File: config.mk
export PLATFORM = sky130hd
export DESIGN_NAME = vlan_tag_inserter_flat
export DESIGN_NICKNAME = d
export VERILOG_FILES = /design/src/vti_pkg.sv /design/src/vti_in_if.sv /design/src/vti_out_if.sv /design/src/vti_cfg_if.sv /design/src/vti_front.sv /design/src/vti_queue.sv /design/src/vti_back.sv /design/src/vlan_tag_inserter.sv /design/src/flat_wrapper.sv
export SDC_FILE = /design/constraint.sdc
export NUM_CORES = 1
export LEC_CHECK = 0
export ABC_AREA = 0
export BUFFER_PORTS_ARGS = -buffer_cell sky130_fd_sc_hd__buf_2
export CAP_MARGIN = 15
export CORE_MARGIN = 2
export CORE_UTILIZATION = 39
export DETAILED_ROUTE_END_ITERATION = 8
export MAX_ROUTING_LAYER = met4
export SYNTH_ARGS = -nofsm -noshare
export SYNTH_HDL_FRONTEND = slang
export SYNTH_SLANG_ARGS = --single-unit
File: constraint.sdc
create_clock -name clk -period 2 [get_ports clk]
set_input_delay 0.3 -clock clk [delete_from_list [all_inputs] [get_ports clk]]
set_output_delay 0.3 -clock clk [all_outputs]
set_load 0.005 [all_outputs]
File: src/vti_pkg.sv
`default_nettype none

package vti_pkg;

    localparam logic [15:0] TPID_CTAG = 16'h8100;
    localparam logic [15:0] TPID_STAG = 16'h88A8;

    // Frame byte positions seen by the front end.
    localparam logic [3:0] POS_TYPE_HI = 4'd12;
    localparam logic [3:0] POS_TYPE_LO = 4'd13;
    localparam logic [3:0] POS_DONE    = 4'd14;

    localparam int QUEUE_DEPTH = 2;

    // Output beat sequence of one tag command.
    localparam int STEP_W = 3;
    localparam logic [STEP_W-1:0] STEP_TPID_HI = 3'd0;
    localparam logic [STEP_W-1:0] STEP_TPID_LO = 3'd1;
    localparam logic [STEP_W-1:0] STEP_TCI_HI  = 3'd2;
    localparam logic [STEP_W-1:0] STEP_TCI_LO  = 3'd3;
    localparam logic [STEP_W-1:0] STEP_BYTE_A  = 3'd4;
    localparam logic [STEP_W-1:0] STEP_BYTE_B  = 3'd5;

    typedef enum logic [1:0] {
        CMD_PASS,
        CMD_TAG_END,
        CMD_TAG_FULL
    } cmd_kind_t;

    typedef struct packed {
        cmd_kind_t   kind;
        logic        stag;
        logic [7:0]  held;
        logic [7:0]  data;
        logic        last;
    } cmd_t;

endpackage

`default_nettype wire

File: src/vti_in_if.sv
`default_nettype none

interface vti_in_if;
    logic       valid;
    logic       ready;
    logic [7:0] data_byte;
    logic       last_byte;

    modport source (output valid, output data_byte, output last_byte, input ready);
    modport sink (input valid, input data_byte, input last_byte, output ready);
endinterface

`default_nettype wire

File: src/vti_out_if.sv
`default_nettype none

interface vti_out_if;
    logic       valid;
    logic       ready;
    logic [7:0] out_byte;
    logic       out_last;

    modport source (output valid, output out_byte, output out_last, input ready);
    modport sink (input valid, input out_byte, input out_last, output ready);
endinterface

`default_nettype wire

File: src/vti_cfg_if.sv
`default_nettype none

interface vti_cfg_if;
    logic        valid;
    logic        ready;
    logic [15:0] tag_control;

    modport source (output valid, output tag_control, input ready);
    modport sink (input valid, input tag_control, output ready);
endinterface

`default_nettype wire

File: src/vti_front.sv
`default_nettype none

module vti_front (
    input  wire logic          clk,
    input  wire logic          rst_n,
    vti_in_if.sink             rx,
    input  wire logic          q_full,
    output logic               push,
    output vti_pkg::cmd_t      push_cmd
);
    import vti_pkg::*;

    logic [3:0] pos_reg;
    logic [3:0] pos_next;
    logic [7:0] held_reg;
    logic [7:0] held_next;
    logic       accept;

    assign rx.ready = !q_full;
    assign accept   = rx.valid && rx.ready;

    always_comb
    begin
        push_cmd.kind = CMD_PASS;
        push_cmd.stag = 1'b0;
        push_cmd.held = held_reg;
        push_cmd.data = rx.data_byte;
        push_cmd.last = rx.last_byte;
        push          = accept;
        pos_next      = pos_reg;
        held_next     = held_reg;

        if (pos_reg < POS_TYPE_HI) begin
            pos_next = pos_reg + 4'd1;
        end
        else if (pos_reg == POS_TYPE_HI) begin
            if (rx.last_byte) begin
                push_cmd.kind = CMD_TAG_END;
            end
            else begin
                // Byte 12 waits here until the second type byte shows up.
                push      = 1'b0;
                held_next = rx.data_byte;
                pos_next  = POS_TYPE_LO;
            end
        end
        else if (pos_reg == POS_TYPE_LO) begin
            push_cmd.kind = CMD_TAG_FULL;
            push_cmd.stag = ({held_reg, rx.data_byte} == TPID_CTAG);
            pos_next      = POS_DONE;
        end
        else begin
            pos_next = POS_DONE;
        end

        if (rx.last_byte) begin
            pos_next  = 4'd0;
            held_next = 8'd0;
        end
    end

    always_ff @(posedge clk or negedge rst_n)
    begin
        if (!rst_n) begin
            pos_reg  <= 4'd0;
            held_reg <= 8'd0;
        end
        else if (accept) begin
            pos_reg  <= pos_next;
            held_reg <= held_next;
        end
    end

    assert property (@(posedge clk) disable iff (!rst_n) pos_reg <= POS_DONE)
        else $error("front byte position out of range");

    assert property (@(posedge clk) disable iff (!rst_n)
        push |-> !q_full)
        else $error("command pushed into a full queue");

    assert property (@(posedge clk) disable iff (!rst_n)
        (accept && rx.last_byte) |=> (pos_reg == 4'd0 && held_reg == 8'd0))
        else $error("frame state not cleared after last beat");

endmodule

`default_nettype wire

File: src/vti_queue.sv
`default_nettype none

module vti_queue #(
    parameter int DEPTH = vti_pkg::QUEUE_DEPTH
) (
    input  wire logic          clk,
    input  wire logic          rst_n,
    input  wire logic          push,
    input  wire vti_pkg::cmd_t push_cmd,
    input  wire logic          pop,
    output vti_pkg::cmd_t      head_cmd,
    output logic               full,
    output logic               empty
);
    import vti_pkg::*;

    localparam int PTR_W = (DEPTH > 1) ? $clog2(DEPTH) : 1;
    localparam int CNT_W = $clog2(DEPTH + 1);
    localparam logic [PTR_W-1:0] PTR_LAST = PTR_W'(DEPTH - 1);

    cmd_t             entries [DEPTH];
    logic [PTR_W-1:0] wr_ptr_reg;
    logic [PTR_W-1:0] rd_ptr_reg;
    logic [CNT_W-1:0] count_reg;
    logic [PTR_W-1:0] wr_ptr_next;
    logic [PTR_W-1:0] rd_ptr_next;
    logic [CNT_W-1:0] count_next;
    logic             do_push;
    logic             do_pop;

    assign full     = (count_reg == CNT_W'(DEPTH));
    assign empty    = (count_reg == '0);
    assign head_cmd = entries[rd_ptr_reg];
    assign do_push  = push && !full;
    assign do_pop   = pop && !empty;

    always_comb
    begin
        wr_ptr_next = wr_ptr_reg;
        rd_ptr_next = rd_ptr_reg;
        count_next  = count_reg;
        if (do_push) begin
            wr_ptr_next = (wr_ptr_reg == PTR_LAST) ? '0 : wr_ptr_reg + 1'b1;
        end
        if (do_pop) begin
            rd_ptr_next = (rd_ptr_reg == PTR_LAST) ? '0 : rd_ptr_reg + 1'b1;
        end
        if (do_push && !do_pop) begin
            count_next = count_reg + 1'b1;
        end
        else if (do_pop && !do_push) begin
            count_next = count_reg - 1'b1;
        end
    end

    always_ff @(posedge clk)
    begin
        if (do_push) begin
            entries[wr_ptr_reg] <= push_cmd;
        end
    end

    always_ff @(posedge clk or negedge rst_n)
    begin
        if (!rst_n) begin
            wr_ptr_reg <= '0;
            rd_ptr_reg <= '0;
            count_reg  <= '0;
        end
        else begin
            wr_ptr_reg <= wr_ptr_next;
            rd_ptr_reg <= rd_ptr_next;
            count_reg  <= count_next;
        end
    end

    assert property (@(posedge clk) disable iff (!rst_n) count_reg <= CNT_W'(DEPTH))
        else $error("queue count above depth");

    assert property (@(posedge clk) disable iff (!rst_n)
        (count_reg == '0) |-> (wr_ptr_reg == rd_ptr_reg))
        else $error("empty queue with pointers apart");

    assert property (@(posedge clk) disable iff (!rst_n)
        pop |-> !empty)
        else $error("pop from an empty queue");

endmodule

`default_nettype wire

File: src/vti_back.sv
`default_nettype none

module vti_back (
    input  wire logic          clk,
    input  wire logic          rst_n,
    input  wire vti_pkg::cmd_t head_cmd,
    input  wire logic          q_empty,
    input  wire logic [15:0]   tci,
    output logic               pop,
    vti_out_if.source          tx
);
    import vti_pkg::*;

    logic [STEP_W-1:0] step_reg;
    logic [STEP_W-1:0] step_next;
    logic [7:0]        out_byte_reg;
    logic [7:0]        out_byte_next;
    logic              out_last_reg;
    logic              out_last_next;
    logic              out_valid_reg;
    logic              out_valid_next;
    logic              load;
    logic              beat_final;
    logic [15:0]       tpid;

    assign tx.valid    = out_valid_reg;
    assign tx.out_byte = out_byte_reg;
    assign tx.out_last = out_last_reg;

    // The output register takes a queued beat whenever it is empty or being drained.
    assign load = !q_empty && (!out_valid_reg || tx.ready);
    assign pop  = load && beat_final;
    assign tpid = head_cmd.stag ? TPID_STAG : TPID_CTAG;

    always_comb
    begin
        out_byte_next = head_cmd.data;
        out_last_next = 1'b0;
        beat_final    = 1'b0;
        if (head_cmd.kind == CMD_PASS) begin
            out_last_next = head_cmd.last;
            beat_final    = 1'b1;
        end
        else begin
            unique case (step_reg)
                STEP_TPID_HI: out_byte_next = tpid[15:8];
                STEP_TPID_LO: out_byte_next = tpid[7:0];
                STEP_TCI_HI:  out_byte_next = tci[15:8];
                STEP_TCI_LO:  out_byte_next = tci[7:0];
                STEP_BYTE_A:
                begin
                    if (head_cmd.kind == CMD_TAG_END) begin
                        out_byte_next = head_cmd.data;
                        out_last_next = 1'b1;
                        beat_final    = 1'b1;
                    end
                    else begin
                        out_byte_next = head_cmd.held;
                    end
                end
                STEP_BYTE_B:
                begin
                    out_byte_next = head_cmd.data;
                    out_last_next = head_cmd.last;
                    beat_final    = 1'b1;
                end
                default:
                begin
                    out_byte_next = head_cmd.data;
                    beat_final    = 1'b1;
                end
            endcase
        end
    end

    always_comb
    begin
        step_next      = step_reg;
        out_valid_next = out_valid_reg;
        if (load) begin
            out_valid_next = 1'b1;
            step_next      = beat_final ? STEP_TPID_HI : step_reg + 1'b1;
        end
        else if (tx.ready) begin
            out_valid_next = 1'b0;
        end
    end

    always_ff @(posedge clk)
    begin
        if (load) begin
            out_byte_reg <= out_byte_next;
            out_last_reg <= out_last_next;
        end
    end

    always_ff @(posedge clk or negedge rst_n)
    begin
        if (!rst_n) begin
            step_reg      <= STEP_TPID_HI;
            out_valid_reg <= 1'b0;
        end
        else begin
            step_reg      <= step_next;
            out_valid_reg <= out_valid_next;
        end
    end

    assert property (@(posedge clk) disable iff (!rst_n) step_reg <= STEP_BYTE_B)
        else $error("back end step out of range");

    assert property (@(posedge clk) disable iff (!rst_n)
        (step_reg != STEP_TPID_HI) |-> (!q_empty && head_cmd.kind != CMD_PASS))
        else $error("tag sequence running without a tag command");

    assert property (@(posedge clk) disable iff (!rst_n)
        (step_reg == STEP_BYTE_B) |-> (head_cmd.kind == CMD_TAG_FULL))
        else $error("second type byte step on a short tag command");

    assert property (@(posedge clk) disable iff (!rst_n)
        (load && !beat_final) |=> (out_valid_reg && !out_last_reg))
        else $error("inner beat of a tag sequence marked last");

endmodule

`default_nettype wire

File: src/vlan_tag_inserter.sv
// VLAN tag inserter for an Ethernet byte stream.
// rx carries frame bytes in wire order (data_byte, last_byte on the final beat).
// tx carries the tagged frame (out_byte, out_last). Both use valid/ready.
// cfg writes the 16-bit TCI; it is always ready and should only be written
// while no frame is in flight. The TPID is 0x88A8 when the frame's own type
// field is 0x8100, else 0x8100; frames shorter than 13 bytes pass unchanged.
// A front end classifies each input beat and pushes a command into a small
// queue; the back end expands each command into one to six output beats.
// An input beat is stored in the queue, then in the output register; byte
// 12 is held until byte 13 arrives. The block accepts one byte per cycle
// while the queue has room and emits one byte per cycle while tx is ready;
// the four tag beats per frame are added; rx stalls once the queue fills.
// When tx stalls, the output register holds its beat, the queue fills and
// rx.ready drops. Reset clears the TCI to zero, empties the queue and
// returns the front end to the start of a frame.
`default_nettype none

module vlan_tag_inserter #(
    parameter int QUEUE_DEPTH = vti_pkg::QUEUE_DEPTH
) (
    input  wire logic clk,
    input  wire logic rst_n,
    vti_in_if.sink    rx,
    vti_out_if.source tx,
    vti_cfg_if.sink   cfg
);
    import vti_pkg::*;

    logic [15:0] tci_reg;
    logic        q_full;
    logic        q_empty;
    logic        push;
    logic        pop;
    cmd_t        push_cmd;
    cmd_t        head_cmd;

    assign cfg.ready = 1'b1;

    always_ff @(posedge clk or negedge rst_n)
    begin
        if (!rst_n) begin
            tci_reg <= 16'd0;
        end
        else if (cfg.valid && cfg.ready) begin
            tci_reg <= cfg.tag_control;
        end
    end

    vti_front u_front (
        .clk      (clk),
        .rst_n    (rst_n),
        .rx       (rx),
        .q_full   (q_full),
        .push     (push),
        .push_cmd (push_cmd)
    );

    vti_queue #(
        .DEPTH (QUEUE_DEPTH)
    ) u_queue (
        .clk      (clk),
        .rst_n    (rst_n),
        .push     (push),
        .push_cmd (push_cmd),
        .pop      (pop),
        .head_cmd (head_cmd),
        .full     (q_full),
        .empty    (q_empty)
    );

    vti_back u_back (
        .clk      (clk),
        .rst_n    (rst_n),
        .head_cmd (head_cmd),
        .q_empty  (q_empty),
        .tci      (tci_reg),
        .pop      (pop),
        .tx       (tx)
    );

endmodule

`default_nettype wire
File: src/flat_wrapper.sv
// flat-port wrapper written by rule: the top's interface ports become plain ports
module vlan_tag_inserter_flat import vti_pkg::*;
#(
    parameter int QUEUE_DEPTH = vti_pkg::QUEUE_DEPTH
)
  (clk, rst_n, rx_valid, rx_data_byte, rx_last_byte, rx_ready, tx_valid, tx_out_byte, tx_out_last, tx_ready, cfg_valid, cfg_tag_control, cfg_ready);
  vti_in_if rx_i ();
  vti_out_if tx_i ();
  vti_cfg_if cfg_i ();
  input  wire logic clk;
  input  wire logic rst_n;
  input wire logic [$bits(rx_i.valid)-1:0] rx_valid;
  input wire logic [$bits(rx_i.data_byte)-1:0] rx_data_byte;
  input wire logic [$bits(rx_i.last_byte)-1:0] rx_last_byte;
  output wire logic [$bits(rx_i.ready)-1:0] rx_ready;
  output wire logic [$bits(tx_i.valid)-1:0] tx_valid;
  output wire logic [$bits(tx_i.out_byte)-1:0] tx_out_byte;
  output wire logic [$bits(tx_i.out_last)-1:0] tx_out_last;
  input wire logic [$bits(tx_i.ready)-1:0] tx_ready;
  input wire logic [$bits(cfg_i.valid)-1:0] cfg_valid;
  input wire logic [$bits(cfg_i.tag_control)-1:0] cfg_tag_control;
  output wire logic [$bits(cfg_i.ready)-1:0] cfg_ready;
  assign rx_i.valid = rx_valid;
  assign rx_i.data_byte = rx_data_byte;
  assign rx_i.last_byte = rx_last_byte;
  assign rx_ready = rx_i.ready;
  assign tx_valid = tx_i.valid;
  assign tx_out_byte = tx_i.out_byte;
  assign tx_out_last = tx_i.out_last;
  assign tx_i.ready = tx_ready;
  assign cfg_i.valid = cfg_valid;
  assign cfg_i.tag_control = cfg_tag_control;
  assign cfg_ready = cfg_i.ready;
  vlan_tag_inserter #(.QUEUE_DEPTH(QUEUE_DEPTH)) u_core (.clk(clk), .rst_n(rst_n), .rx(rx_i), .tx(tx_i), .cfg(cfg_i));
endmodule
-- Word-level counts from Yosys, hierarchy flattened
Memory sizes are Yosys's and may differ from the RTL's.
Index checks and enable logic that the tools add are counted.
- $add $sub $neg: 6
- $lt $le $gt $ge: 1
- equality and inequality tests: 11
- multiplexer cells: 32
- reductions and logical operators: 21
- operators with widths (kind ; count):
    $mux 8 ; 5
    $pmux 8 s5 ; 1
    $eq 16x16->1 const B ; 1
    $mux 1 ; 14
    $mux 12 ; 1
    $mux 3 ; 3
    $eq 4x4->1 const B ; 2
    $mux 2 ; 4
    $mux 4 ; 2
    $logic_and 1x1->1 ; 7
    $eq 3x2->1 const B ; 2
    $eq 3x3->1 const B ; 2
    $reduce_bool 2->1 ; 3
    $logic_not 1->1 ; 5
    $add 4x1->4 const B ; 1
    $logic_not 2->1 ; 2
    $lt 4x4->1 const B ; 1
    $pmux 1 s2 ; 2
    $reduce_or 4->1 ; 1
    $add 3x1->3 const B ; 1
    $eq 3x1->1 const B ; 1
    $logic_not 3->1 ; 1
    $reduce_and 3->1 ; 1
    $add 1x1->1 const B ; 2
    other kinds (6) ; 6
- flip-flop bits (word level): 45
- memory bits (writable): 40
- bits of input ports: 30
- output and inout bits: 12
- word-level logic and storage cells: 82
- memories: 1
- memories (memory ; words ; width ; read ports ; clocked after memory_dff ; wr ports ; RTL line ; source):
    u_core.u_queue.entries ; 2 ; 20 ; 1 ; 0 ; 1 ; vti_queue.sv:21 ; cmd_t entries [DEPTH];

-- Logic depth before layout (Yosys ltp)
Gate-level depths: netlist of run 1.
- depth in word-level cells: 11
- depth in mapped cells: 9
- gate-level depth less buffers: 9

-- Modules after synthesis
Synthesis of run 1 repeated with hierarchy kept, for this count alone.
- cell total of the unflattened synthesis: 291
- area total of the unflattened synthesis: 3895.0 um^2
- modules (own cells, without submodules) (module ; instances ; cells each ; area each (um^2) ; sequential area each (um^2)):
    vti_queue ; 1 ; 81 ; 1637.8 ; 1301.2
    vti_back ; 1 ; 83 ; 798.3 ; 370.4
    vti_front ; 1 ; 91 ; 798.3 ; 300.3
    vlan_tag_inserter ; 1 ; 36 ; 660.6 ; 400.4

-- Least setup slack after synthesis of run 1
No wires, ideal clock.
- path kind: register to register
- from: register u_core.u_queue.count_reg[0]
- to: memory u_core.u_queue.entries[0][0] (netlist bit) (enable)
- library setup time: 0.397 ns
- arrival time: 1.792 ns
- required time: 1.603 ns
- path slack: -0.189 ns
- cell stages (with the launch flop): 6
- buffers on the path: 1
- period minus slack after synthesis: 2.189 ns
- path through: dfrtp_1 nand2b_1 and2_0 buf_2 o21ai_2 nor2_1
- cells in the longest elaborated chain, start to end: 9
- RTL lines (what ; RTL line ; source):
    start: declaration ; vti_queue.sv:24 ; logic [CNT_W-1:0] count_reg;
    start signal: assignment ; vti_queue.sv:73 ; count_reg <= count_next;
    $eq 2x2->1 (*) ; vti_queue.sv:31 ; assign full = (count_reg == CNT_W'(DEPTH));
    $logic_not 1->1 (*) ; vti_front.sv:19 ; assign rx.ready = !q_full;
    net rx_ready ; flat_wrapper.sv:15 ; output wire logic [$bits(rx_i.ready)-1:0] rx_ready;
    $logic_and 1x1->1 ; vti_front.sv:20 ; assign accept = rx.valid && rx.ready;
    $mux 1 ; vti_front.sv:37 ; if (rx.last_byte) begin
    $mux 1 ; vti_front.sv:36 ; else if (pos_reg == POS_TYPE_HI) begin
    $mux 1 ; vti_front.sv:33 ; if (pos_reg < POS_TYPE_HI) begin
    $logic_and 1x1->1 (*) ; vti_queue.sv:34 ; assign do_push = push && !full;
    $mux 1 (*) ; vti_queue.sv:58 ; if (do_push) begin
    $mux 1 (implied by the code) (*) ; vti_queue.sv:59 ; entries[wr_ptr_reg] <= push_cmd;
    end: declaration ; vti_queue.sv:21 ;
The timed path passes the listed nets; every way through them passes the cells marked *.

-- Final worst setup path of run 1
- from: register u_core.u_back.step_reg[0]
- to: register u_core.u_back.out_byte_reg[7] (netlist: u_core.u_back.tx.out_byte[7]) (data pin)
- cells in the longest elaborated chain, start to end: 3
- elaborated cells between the ends (all ways): 7
- those cells by class: eq/ne (4); mux (2); reduce/logical (1)
- RTL lines (what ; RTL line ; source):
    start: declaration ; vti_back.sv:14 ; logic [STEP_W-1:0] step_reg;
    start signal: assignment ; vti_back.sv:104 ; step_reg <= step_next;
    $eq 3x3->1 (tied with other cells) ; vti_back.sv:45 ; unique case (step_reg)
    $pmux 8 s5 (*) ; vti_back.sv:45 ;
    $mux 8 (*) ; vti_back.sv:40 ; if (head_cmd.kind == CMD_PASS) begin
    net u_core.u_back.out_byte_next[7] ; vti_back.sv:17 ; logic [7:0] out_byte_next;
    end signal: assignment ; vti_back.sv:92 ; out_byte_reg <= out_byte_next;
    end: declaration ; vti_back.sv:16 ; logic [7:0] out_byte_reg;
Marked as above.
A chain may end at the register's enable or synchronous reset.

==> out/results.tsv, run 1 <==
stage	metric	value	unit
yosys	dominant cell type by area after synthesis	edfxtp_1	
worst_hold_path	hold_sp	rx_data_byte[2]	
clocking	root buf cell	clkbuf_8	
setup_path	WP data required	2.10	ns
pwr	VDD IR max	486	uV
status	status	finished clean	
drt	DR DRC count	0	
yosys	register area share after synthesis	0.643	
setup_path	CP most frequent cell	ha_4	
yosys	Seq cells post-synth	85	
sta	Final setup viols	0	
yosys	top-area cell type share of the netlist area	0.399	
sta	Max-Slew Margin vs Limit	0.603	
layout	Post-Layout Cell Count	430	
clocking	Max clock buf depth	2	
flow_run	number of max-cap violations	0	
layout	area grow syn2layout	21.4	%
sta	WHS	0.161	ns
layout	share of cells above drive strength 1	0.386	
sta	Fmax achieved	0.507	GHz
floorplan	number of cell rows	35	
drt	drt total wl	7.37	mm
layout	max reg flops	40	
sta	Hold Violations, Final	0	
floorplan	DIE HEIGHT	101	um
yosys	FFs w/ async S/R, synth	0.424	
setup_path	Worst Path Arrival	2.07	ns
setup_path	cell family with most CP delay	compound AO/OA/AOI/OAI gates	
pwr	P_leak	0.00181	uW
global_routing	first-pass GRT wire length	12.2	mm
yosys	Cells after Synth	252	
pwr	Power Density	1410	nW/um^2
layout	Nets	353	
pwr	total design power	6330	uW
setup_path	startpoint types	flip-flop	
layout	cell area after layout	4480	sq um
worst_hold_path	Worst Hold End	u_core.u_queue.entries[0][3]	
layout	fill count	809	
sta	Worst Tran Pin Value	0.595	ns
clocking	CTS tree	done	
yosys	most frequent cells after synthesis	49 x edfxtp_1, 36 x dfrtp_1, 25 x mux2_2	
place	gpl congestion	0.779	
sta	final worst-path cycle share	0.986	
drt	DRT iter0 DRCs	96	
sta	fin. max-slew vios	0	
drt	routed vias	2277	
clocking	CTS Buf Count	9	
worst_hold_path	worst hold-check path type	input pin to flip-flop	
setup_path	crit end category	flip-flop	
clocking	H-tree levels	3	
clocking	CTS sink cnt	85	
yosys	EDFF count, synth	49	
yosys	Avg Cell Area, Syn	14.6	sq um
yosys	YS warnings	0	
setup_path	R2R Path Start	u_core.u_back.step_reg[0]	
layout	ANT cells	0	
global_routing	initial antenna violation count	0	
sta	unrepaired setup endpoints after global routing	yes	
clocking	CTS clock-pin slew for the worst setup and hold paths	0.09	ns
drt	ANT nets after route	0	
global_routing	global route overflow	0	
clocking	later-pin clock latency in the skew report	0.36	ns
worst_hold_path	Hold Crit Depth	1	
setup_path	worst flop-to-flop path endpoint	u_core.u_back.tx.out_byte[7]	
global_routing	GRT Overall Usage	0.163	
yosys	most common cell in the synthesized netlist	edfxtp_1	
sta	Final Critical Period	1.97	ns
drt	DR WL/cell	17.1	um
setup_path	CP cell instances	buf_4, ha_4, ha_4, buf_6, a221o_1, a221oi_2, o22ai_1	
yosys	ys flop type	edfxtp_1	
place	Buffers on Ports	40	
drt	First-pass DRT Iterations	4	
floorplan	I/O Pins	42	
yosys	Synthesized Nets	291	
place	placed cell count	409	
floorplan	floorplan die area	10300	sq um
setup_path	WS Path Type	flip-flop to flip-flop	
drt	DR vias/cell	5.30	
global_routing	vias in the first global route	2399	
setup_path	Register-to-Register Path Depth	7	
place	hpwl dp	5.08	mm
floorplan	Starting Density	0.401	
yosys	Netlist Area Pre-Place	3690	sq um
floorplan	Core Area	9200	sq um
sta	Clock Skew	0.00879	ns
global_routing	largest net degree at the start of global routing	37	
setup_path	Crit Path Max Fanout	8	
place	Post-Place Cell Area	4110	sq um
setup_path	CP max stage delay	0.45	ns
yosys	synth top area cells	edfxtp_1 40%, dfrtp_1 24%, mux2_2 7.6%	
setup_path	Crit path buffers/inverters	2	
setup_path	flop-to-flop setup slack	0.03	ns
yosys	Yosys cell types	52	
setup_path	critical path's slowest cell	dfrtp_2	
floorplan	Die X	101	um
area by class of cell:
type	instances	area [sq um]	share of cell area
clock buffers	11	153	0.0341
inverters	11	41.3	0.00922
repair buffers	61	389	0.0869
well taps	111	139	0.0310
multi-input cells	146	1290	0.289
clock inverters	5	88.8	0.0198
flip-flops and latches	85	2370	0.530
worst max-delay path by stage:
stage,startpoint,to,cells after the start
finish,u_core.u_back.step_reg[0],u_core.u_back.tx.out_byte[7],7
CTS,u_core.u_back.step_reg[0],u_core.u_queue.count_reg[1],9
global placement,u_core.u_back.step_reg[0],u_core.u_queue.count_reg[1],9
global route,u_core.u_back.step_reg[1],u_core.u_queue.count_reg[1],9
floorplan,u_core.u_back.step_reg[0],u_core.u_queue.count_reg[1],9
detailed placement,u_core.u_back.step_reg[0],u_core.u_queue.count_reg[1],9
report_power, final:
group,switching (uW),internal [uW]
registers,207,2380
logic,1200,1090
clock network,647,795
per-stage QoR:
stage	utilization	worst slack, ns	TNS (ns)
floorplan	-	0.0445	0
global placement	0.447	-0.0270	-0.0270
detailed placement	0.447	-0.102	-0.102
CTS	0.478	0.000803	0
global route	0.487	-0.0695	-0.0875
finish	0.487	0.0284	0
cells by family (layout without fill, tap and decap cells):
logic type,after synthesis,after routing,synth area share
flops,85,85,0.643
mux,35,35,0.103
simple gates,39,39,0.0597
buf+inv,21,88,0.0295
compound gates,57,57,0.121
other cells,1,1,0.00102
fa+ha+maj,9,9,0.0305
xor+xnor,5,5,0.0119
cell usage in the layout, fill, tap and decap left out, types with 4 or more instances in the layout:
master / n
nor2_1: 7
a22o_1: 10
dfrtp_1: 35
mux2i_1: 10
clkbuf_8: 9
buf_2: 40
edfxtp_1: 49
o22ai_1: 12
inv_1: 9
mux2_2: 25
buf_4: 17
nand2_1: 8
ha_4: 4
a21oi_1: 6
a222oi_1: 5
metal layers:
layer  vias up  GRT usage  share of wire
met5         -          -              0
met1      1121      0.219           0.49
met3        14     0.0345          0.039
li1       1094          -              -
met2        48      0.237           0.45
met4         0     0.0738          0.021
timing repair:
action | in CTS | in global routing
pin swaps | 1 | 10
hold endpoints to repair | 36 | 0
hold buffers | 1 | 0
endpoints found under the setup margin | 2 | 6
resized for setup | 4 | 17
buffers inserted | 2 | 2
(Power assumes the default switching activity.)
==> run 2, diff against run 1 <==
REMOVE_ABC_BUFFERS = 1   (was unset)
SETUP_SLACK_MARGIN = 0.5   (was unset)
==> out/results.tsv, run 2 (synthesis results as in run 1) <==
stage	metric	value	unit
setup_path	Crit Path Max Fanout	4	
layout	share of cells above drive strength 1	0.487	
global_routing	GRT Overall Usage	0.168	
layout	Seq. cell area	2370	sq um
layout	fill count	744	
floorplan	DIE HEIGHT	101	um
sta	WHS	0.169	ns
drt	DR DRC count	0	
pwr	VDD IR max	478	uV
floorplan	Die X	101	um
pwr	Power Density	1410	nW/um^2
drt	DR vias/cell	5.28	
layout	multi-input logic area	1430	sq um
clocking	Max clock buf depth	2	
sta	fin. max-slew vios	0	
sta	final worst-path cycle share	0.978	
clocking	CTS clock-pin slew for the worst setup and hold paths	0.09	ns
clocking	CTS tree	done	
sta	Hold Violations, Final	0	
drt	DRT iter0 DRCs	89	
floorplan	Core Area	9200	sq um
drt	drt total wl	8.12	mm
floorplan	floorplan die area	10300	sq um
global_routing	vias in the first global route	2416	
drt	ANT nets after route	0	
place	hpwl dp	5.01	mm
place	pre-CTS setup slack	-0.0681	ns
setup_path	startpoint types	flip-flop	
clocking	root buf cell	clkbuf_8	
pwr	P_leak	0.00203	uW
setup_path	Worst Path Arrival	2.24	ns
layout	cell area after layout	5000	sq um
clocking	CTS Buf Count	9	
sta	Fmax achieved	0.511	GHz
drt	First-pass DRT Iterations	7	
setup_path	crit end category	flip-flop	
sta	unrepaired setup endpoints after global routing	yes	
layout	commonest non-fill, non-tap cell in the layout	edfxtp_1	
clocking	CTS sink cnt	85	
drt	routed vias	2418	
floorplan	Starting Density	0.401	
status	status	finished clean	
layout	Post-Layout Cell Count	458	
sta	Final setup viols	0	
layout	Nets	381	
layout	ANT cells	0	
global_routing	largest net degree at the start of global routing	37	
floorplan	number of cell rows	35	
setup_path	WS Path Type	flip-flop to flip-flop	
place	placed cell count	409	
global_routing	initial antenna violation count	0	
place	gpl congestion	0.799	
floorplan	I/O Pins	42	
global_routing	first-pass GRT wire length	12.6	mm
worst_hold_path	worst hold-check path type	input pin to flip-flop	
drt	DR WL/cell	17.7	um
layout	max reg flops	40	
place	Post-Place Cell Area	4120	sq um
layout	most frequent cells in the layout	49 x edfxtp_1, 40 x buf_2, 34 x dfrtp_1, 25 x mux2_2, 24 x buf_4	
clocking	H-tree levels	3	
global_routing	global route overflow	0	
sta	Final Critical Period	1.96	ns
pwr	total design power	7050	uW
clocking	later-pin clock latency in the skew report	0.35	ns
layout	area grow syn2layout	35.6	%
sta	Clock Skew	0.00566	ns
sta	final worst setup slack	0.0444	ns
place	Buffers on Ports	40	
setup_path	WP data required	2.28	ns
flow_run	number of max-cap violations	0	
==> run 2: changes by cell type in the layout (fill, tap and decap cells not counted), sizes merged <==
cell      previous run  this run
inv                 13        14
clkinv               1         2
clkbuf              11        10
bufinv               2         1
clkinvlp             0         1
buf                 60        87
==> run 2: final cells by class <==
cell class,count,share of cell area
multi-input cells,146,0.287
well taps,111,0.0278
inverters,11,0.00875
flip-flops and latches,85,0.475
clock buffers,9,0.0248
clock inverters,7,0.0160
repair buffers,89,0.162
==> run 2: timing repair <==
item,CTS,global route
gates cloned,5,1
endpoints found under the setup margin,63,72
hold buffers,1,0
pin swaps,10,15
resized for setup,51,20
endpoints found under the hold margin,36,0
buffers inserted,19,7
==> run 2: layer usage <==
layer | track usage | share of wire | vias to the layer above
li1 | - | - | 1158
met3 | 0.0276 | 0.036 | 6
met4 | 0.0561 | 0.0084 | 0
met2 | 0.272 | 0.49 | 51
met1 | 0.215 | 0.47 | 1203
met5 | - | 0 | -
==> run 2: power breakdown <==
part / switching, uW / internal [uW] / leakage, uW
combinational: 1490 / 1720 / 0.00101
clock: 655 / 595 / 0.000102
sequential: 213 / 2380 / 0.000913
total: 2360 / 4700 / 0.00203
==> run 2: per-stage QoR <==
stage	TNS (ns)	util
2_1_floorplan	-5.89	-
3_3_place_gp	-0.0242	0.448
3_5_place_dp	-0.0681	0.448
4_1_cts	0	0.522
5_1_grt	-0.0402	0.544
6_report	0	0.544
==> run 2: worst paths after layout <==
| check | from | end | slack, ns | cells after the start |
|---|---|---|---|---|
| hold reg to reg | u_core.u_back.tx.valid | u_core.u_back.tx.valid | 0.50 | 2 |
| setup reg to reg | u_core.u_back.step_reg[1] | u_core.u_queue.count_reg[1] | 0.04 | 9 |
| max in group asynchronous | rst_n | u_core.u_back.step_reg[0] | 1.35 | 3 |
| setup / recovery | u_core.u_back.step_reg[1] | u_core.u_queue.count_reg[1] | 0.04 | 9 |
| min in group asynchronous | rst_n | u_core.tci_reg[14] | 0.43 | 3 |
| hold / removal | rx_data_byte[7] | u_core.u_queue.entries[1][8] | 0.17 | 1 |
==> run 2: critical path, cell delays in order, from the launching register on <==
cell	delay (ns)
dfrtp_2	0.43
inv_2	0.09
ha_4	0.16
or2_1	0.24
a211oi_2	0.27
o21ai_2	0.11
ha_4	0.17
xor2_1	0.15
nor2_1	0.13
xor2_1	0.14
